## src/hw/rtl/assert_macros.svh

```systemverilog
// assertion macros used by the top-level rtl file
`ifndef ASSERT_MACROS_SVH
`define ASSERT_MACROS_SVH

`ifndef ASSERT_OFF

// property must hold at every clock edge outside reset
`define MDMVA_ASSERT(label, clk, rst_n, prop) \
  label: assert property (@(posedge clk) disable iff (!rst_n) prop) \
    else $error("assertion failed");

// expression must never be true outside reset
`define MDMVA_ASSERT_NEVER(label, clk, rst_n, expr) \
  label: assert property (@(posedge clk) disable iff (!rst_n) !(expr)) \
    else $error("forbidden condition seen");

`else

`define MDMVA_ASSERT(label, clk, rst_n, prop)
`define MDMVA_ASSERT_NEVER(label, clk, rst_n, expr)

`endif

`endif

```

## src/hw/rtl/mdmva_pkg.sv

```systemverilog
// types and constants of the masked matrix-vector accumulator
`timescale 1ns / 1ps

package mdmva_pkg;

  localparam int unsigned VAL_W  = 32;
  localparam int unsigned ACC_W  = 48;
  localparam int unsigned PROD_W = 64;
  localparam int unsigned FRAC_W = 24;
  localparam int unsigned IDX_W  = 6;
  localparam int unsigned APB_AW = 3;
  localparam int unsigned APB_DW = 32;

  // register map, word index taken from paddr bit 2
  localparam logic REG_DUAL_POINT = 1'b0;

  localparam logic signed [ACC_W-1:0] ACC_MAX = {1'b0, {(ACC_W-1){1'b1}}};
  localparam logic signed [ACC_W-1:0] ACC_MIN = {1'b1, {(ACC_W-1){1'b0}}};

  typedef enum logic [1:0] {
    REQ_LOAD_SRC = 2'd0,
    REQ_SET_DIEL = 2'd1,
    REQ_MAC      = 2'd2,
    REQ_READ     = 2'd3
  } req_type_e;

  typedef enum logic [1:0] {
    ST_CLEAR,
    ST_IDLE,
    ST_MUL,
    ST_WB
  } state_e;

  typedef struct packed {
    req_type_e               req_type;
    logic [IDX_W-1:0]        row_index;
    logic [IDX_W-1:0]        col_index;
    logic signed [VAL_W-1:0] value;
    logic                    flag;
  } in_item_t;

  typedef struct packed {
    logic signed [ACC_W-1:0] potential;
    logic                    read_valid;
    logic                    saturated;
  } out_item_t;

  typedef struct packed {
    logic                    dummy;
    logic signed [VAL_W-1:0] value;
  } src_entry_t;

  typedef struct packed {
    logic                    dielectric;
    logic signed [ACC_W-1:0] potential;
  } row_entry_t;

endpackage

```

## src/hw/rtl/mdmva_mac.sv

```systemverilog
// registered multiply and saturating accumulate
`timescale 1ns / 1ps

module mdmva_mac
  import mdmva_pkg::*;
(
  input  logic                    clk_i,
  input  logic                    mul_en_i,
  input  logic signed [VAL_W-1:0] coef_i,
  input  logic signed [VAL_W-1:0] charge_i,
  input  logic signed [ACC_W-1:0] acc_i,
  output logic signed [ACC_W-1:0] sum_o,
  output logic                    sat_o
);

  localparam int unsigned SH_W = PROD_W - FRAC_W;

  logic signed [PROD_W-1:0] prod_q;
  logic signed [PROD_W-1:0] prod_d;
  logic signed [SH_W-1:0]   shifted;
  logic signed [ACC_W:0]    sum_wide;

  // full product, registered before the add
  assign prod_d = coef_i * charge_i;

  always_ff @(posedge clk_i) begin
    if (mul_en_i) begin
      prod_q <= prod_d;
    end
  end

  // drop fraction bits, floor rounding
  assign shifted = prod_q[PROD_W-1:FRAC_W];

  // one guard bit catches overflow of the 48-bit sum
  assign sum_wide = {acc_i[ACC_W-1], acc_i}
                  + {{(ACC_W+1-SH_W){shifted[SH_W-1]}}, shifted};

  always_comb begin
    sat_o = sum_wide[ACC_W] != sum_wide[ACC_W-1];
    if (!sat_o) begin
      sum_o = sum_wide[ACC_W-1:0];
    end else if (sum_wide[ACC_W]) begin
      sum_o = ACC_MIN;
    end else begin
      sum_o = ACC_MAX;
    end
  end

endmodule

```

## config.mk

```make
export PLATFORM = sky130hd
export DESIGN_NAME = mdmva_mac
export DESIGN_NICKNAME = d
export VERILOG_FILES = /design/src/hw/rtl/assert_macros.svh /design/src/hw/rtl/mdmva_pkg.sv /design/src/hw/rtl/mdmva_mac.sv
export SDC_FILE = /design/constraint.sdc
export NUM_CORES = 2
export LEC_CHECK = 0
export ABC_AREA = 1
export BUFFER_PORTS_ARGS = -buffer_cell sky130_fd_sc_hd__buf_4
export CORE_ASPECT_RATIO = 1.5
export CORE_MARGIN = 3
export CORE_UTILIZATION = 57
export DETAILED_ROUTE_END_ITERATION = 8
export PLACE_DENSITY = 0.79
export SLEW_MARGIN = 10
export SYNTH_ARGS = -nofsm -noshare
export SYNTH_HDL_FRONTEND = slang
export SYNTH_SLANG_ARGS = --single-unit
```

## constraint.sdc

```tcl
create_clock -name clk_i -period 12.3 [get_ports clk_i]
set_input_delay 1.845 -clock clk_i [delete_from_list [all_inputs] [get_ports clk_i]]
set_output_delay 1.845 -clock clk_i [all_outputs]
set_load 0.005 [all_outputs]
```

==> results by group <==
Status
  • Status: completed

Logic synthesis
  • Mapped Cells: between 5,000 and 6,000
  • Post-synth EDFFs: 40
  • YS warnings: 0
  • Synth Area per Inst: roughly 7.6 sq um
  • Synth top area share: 0.503
  • Syn nets: slightly above 7,000
  • Synth unique cells: 41
  • Async SR Flop Fraction: 0
  • Area leader, netlist: fa_1
  • Top_reg_cell synth: edfxtp_1
  • Cells taking the most area after synthesis: fa_1, inv_1, nand2_1
  • Mapped cell area: around 43,000 sq um
  • Sequential-to-total area share from yosys stat: 0.0279
  • Synth Register Bits: 40

Timing
  • RSZ-0062 raised after global routing: false
  • Slew HR: 0.391
  • Post-layout min period: approximately 9.6 ns
  • Fmax: 104 MHz
  • Tightest Pin Transition: between 0.9 and 1 ns
  • Sum Neg Setup Slack: 0 ns
  • Final setup fails: 0
  • Fin. Hold Viols: 0
  • Fin crit share: 0.779
  • Final Max Tran Viols: 0

Worst setup path
  • Crit path max-delay cell type: fa_1
  • Setup crit start kind: input port
  • Setup crit end kind: register
  • Slowest Stage Delay on Critical Path: a little over 1 ns
  • Worst path required time: roughly 12 ns
  • Critical Path AT: about 9.6 ns
  • Most frequent CP cell: fa_1
  • Critical Path Fanout Max: 32
  • Setup CP Type: input port to register

Clock tree
  • Worst-path clk slew: roughly 0.060 ns
  • Clock buffer depth: 2
  • Num CTS Buffers: 5
  • Htree depth: 2
  • Number of post-CTS setup repair buffers: 0
  • Hold-fix buffers, CTS: 0
  • CTS root buffer: clkbuf_16
  • Post-CTS sizing: 0
  • TritonCTS clock tree: done
  • CTS Sinks: 40

Layout
  • Layout cell share with drive strength beyond 1: 0.0386
  • Max FFs per register: 40
  • Biggest regs: prod_q (40)
  • P&R area growth vs syn: 4.32%
  • Fillers: ~6,700
  • Biggest register: prod_q
  • # nets final: ~7,000

Placed design
  • Port-buffer cells: around 160
  • Detailed placement HPWL: between 100,000 and 150,000 um
  • GPL Wtd Cong: 1.04

Global route
  • Antenna violations before repair: 8
  • Tot GR Track Use: 0.332
  • Number of global-route vias before repair: ~40,000
  • Total gr overflow: 0
  • First-pass GRT wire length: ~210,000 um
  • Pin count of the biggest net entering global routing: 49

Flow run
  • Max-Cap Viols: 0

Floorplan
  • I/O pin count: between 150 and 200
  • Core ar.: around 74,000 sq um
  • Initial Util: 0.579
  • Die ar.: 78,900 sq um
  • Row Count: roughly 120
  • Die Ht: roughly 340 um
  • Die Wd: ~230 um

Route
  • Vias per cell: 5.42
  • Number of remaining DRC errors: 0
  • First drt pass iteration count: 8
  • Post-route antenna net violation count: 0
  • Detailed Route Iter0 Violations: about 2,400
  • Average routed wire per standard cell: between 15 and 20 um
  • Vias: around 36,000
  • Final wirelength: between 100,000 and 150,000 um

Hold path
  • Type of the tightest min-delay check: input port to register
-- logic make-up (layout without fill, tap and decap cells) --
group,after synthesis,after routing,share of synthesized area
other,0,5,0
buffers and inverters,1920,1891,0.169
XOR/XNOR,60,60,0.0122
flip-flops,40,40,0.0279
adder cells (fa/ha/maj),1310,1310,0.570
AO/OA/AOI/OAI,269,269,0.0348
AND/OR/NAND/NOR,2048,2048,0.187
-- final cells by class --
cell class | instances | area [sq um] | share of cell area
Clock buffer | 5 | 125 | 0.00279
Sequential cell | 40 | 1200 | 0.0268
Antenna cell | 5 | 12.5 | 0.000279
Multi-Input combinational cell | 3687 | 34600 | 0.770
Clock inverter | 3 | 47.5 | 0.00106
Tap cell | 992 | 1240 | 0.0276
Inverter | 1718 | 6450 | 0.144
Timing Repair Buffer | 165 | 1240 | 0.0276
-- path summary, 6_finish.rpt --
path,startpoint,end,depth (start not counted)
min,mul_en_i,prod_q[61]$_DFFE_PP_,1
max,coef_i[31],prod_q[62]$_DFFE_PP_,25
-- placed cells by master (no fill, tap or decap), types with 23 or more instances in the layout --
| cell | n |
|---|---|
| xor2_1 | 37 |
| nor2_1 | 257 |
| a21oi_1 | 141 |
| nand4_1 | 27 |
| buf_4 | 165 |
| ha_1 | 228 |
| o21bai_1 | 26 |
| xnor2_1 | 23 |
| inv_1 | 1702 |
| edfxtp_1 | 40 |
| nand3_1 | 100 |
| nand2_1 | 1596 |
| fa_1 | 1082 |
| o21ai_0 | 67 |
-- Yosys cell counts, types with 3 or more instances --
library cell / number
nor4_1: 8
xor2_1: 37
inv_1: 1702
and2_1: 4
buf_2: 4
buf_6: 5
o21bai_1: 26
o21ai_0: 67
xnor2_1: 23
a21oi_1: 141
inv_2: 16
o21a_1: 6
nor3_1: 19
edfxtp_1: 40
nand2_1: 1596
clkbuf_1: 192
nor2_1: 257
nor2_2: 4
nand4_1: 27
a31oi_1: 3
or2_2: 8
nand2_2: 10
and3_1: 3
nand3b_1: 6
a21o_1: 12
ha_1: 228
a21boi_0: 6
fa_1: 1082
nand3_1: 100
-- stage by stage --
step	hold WS, ns	cell area (sq um)	utilization	std cells	setup slack (ns)
3_5_place_dp	2.41	44700	0.601	6602	2.44
6_report	2.11	44900	0.604	6615	2.71
5_1_grt	2.12	44900	0.604	6615	2.27
2_1_floorplan	1.96	43000	-	5647	3.40
4_1_cts	2.10	44900	0.604	6610	2.73
3_3_place_gp	2.41	44700	0.601	6602	2.53
-- critical path, delay by kind of cell --
| family | cells | cell delay (ns) |
|---|---|---|
| buf+inv | 8 | 1.57 |
| fa+ha+maj | 9 | 4.98 |
| simple gates | 8 | 1.19 |
-- per-layer routing --
| layer | wire length (um) | track usage |
|---|---|---|
| met1 | 43200 | 0.368 |
| met2 | 66000 | 0.607 |
| met3 | 7960 | 0.0373 |
| met4 | 9910 | 0.208 |
| met5 | 12 | 0 |
Power is not shown: default switching activity piles up to over one toggle a cycle in this logic, so the estimate is an artifact.
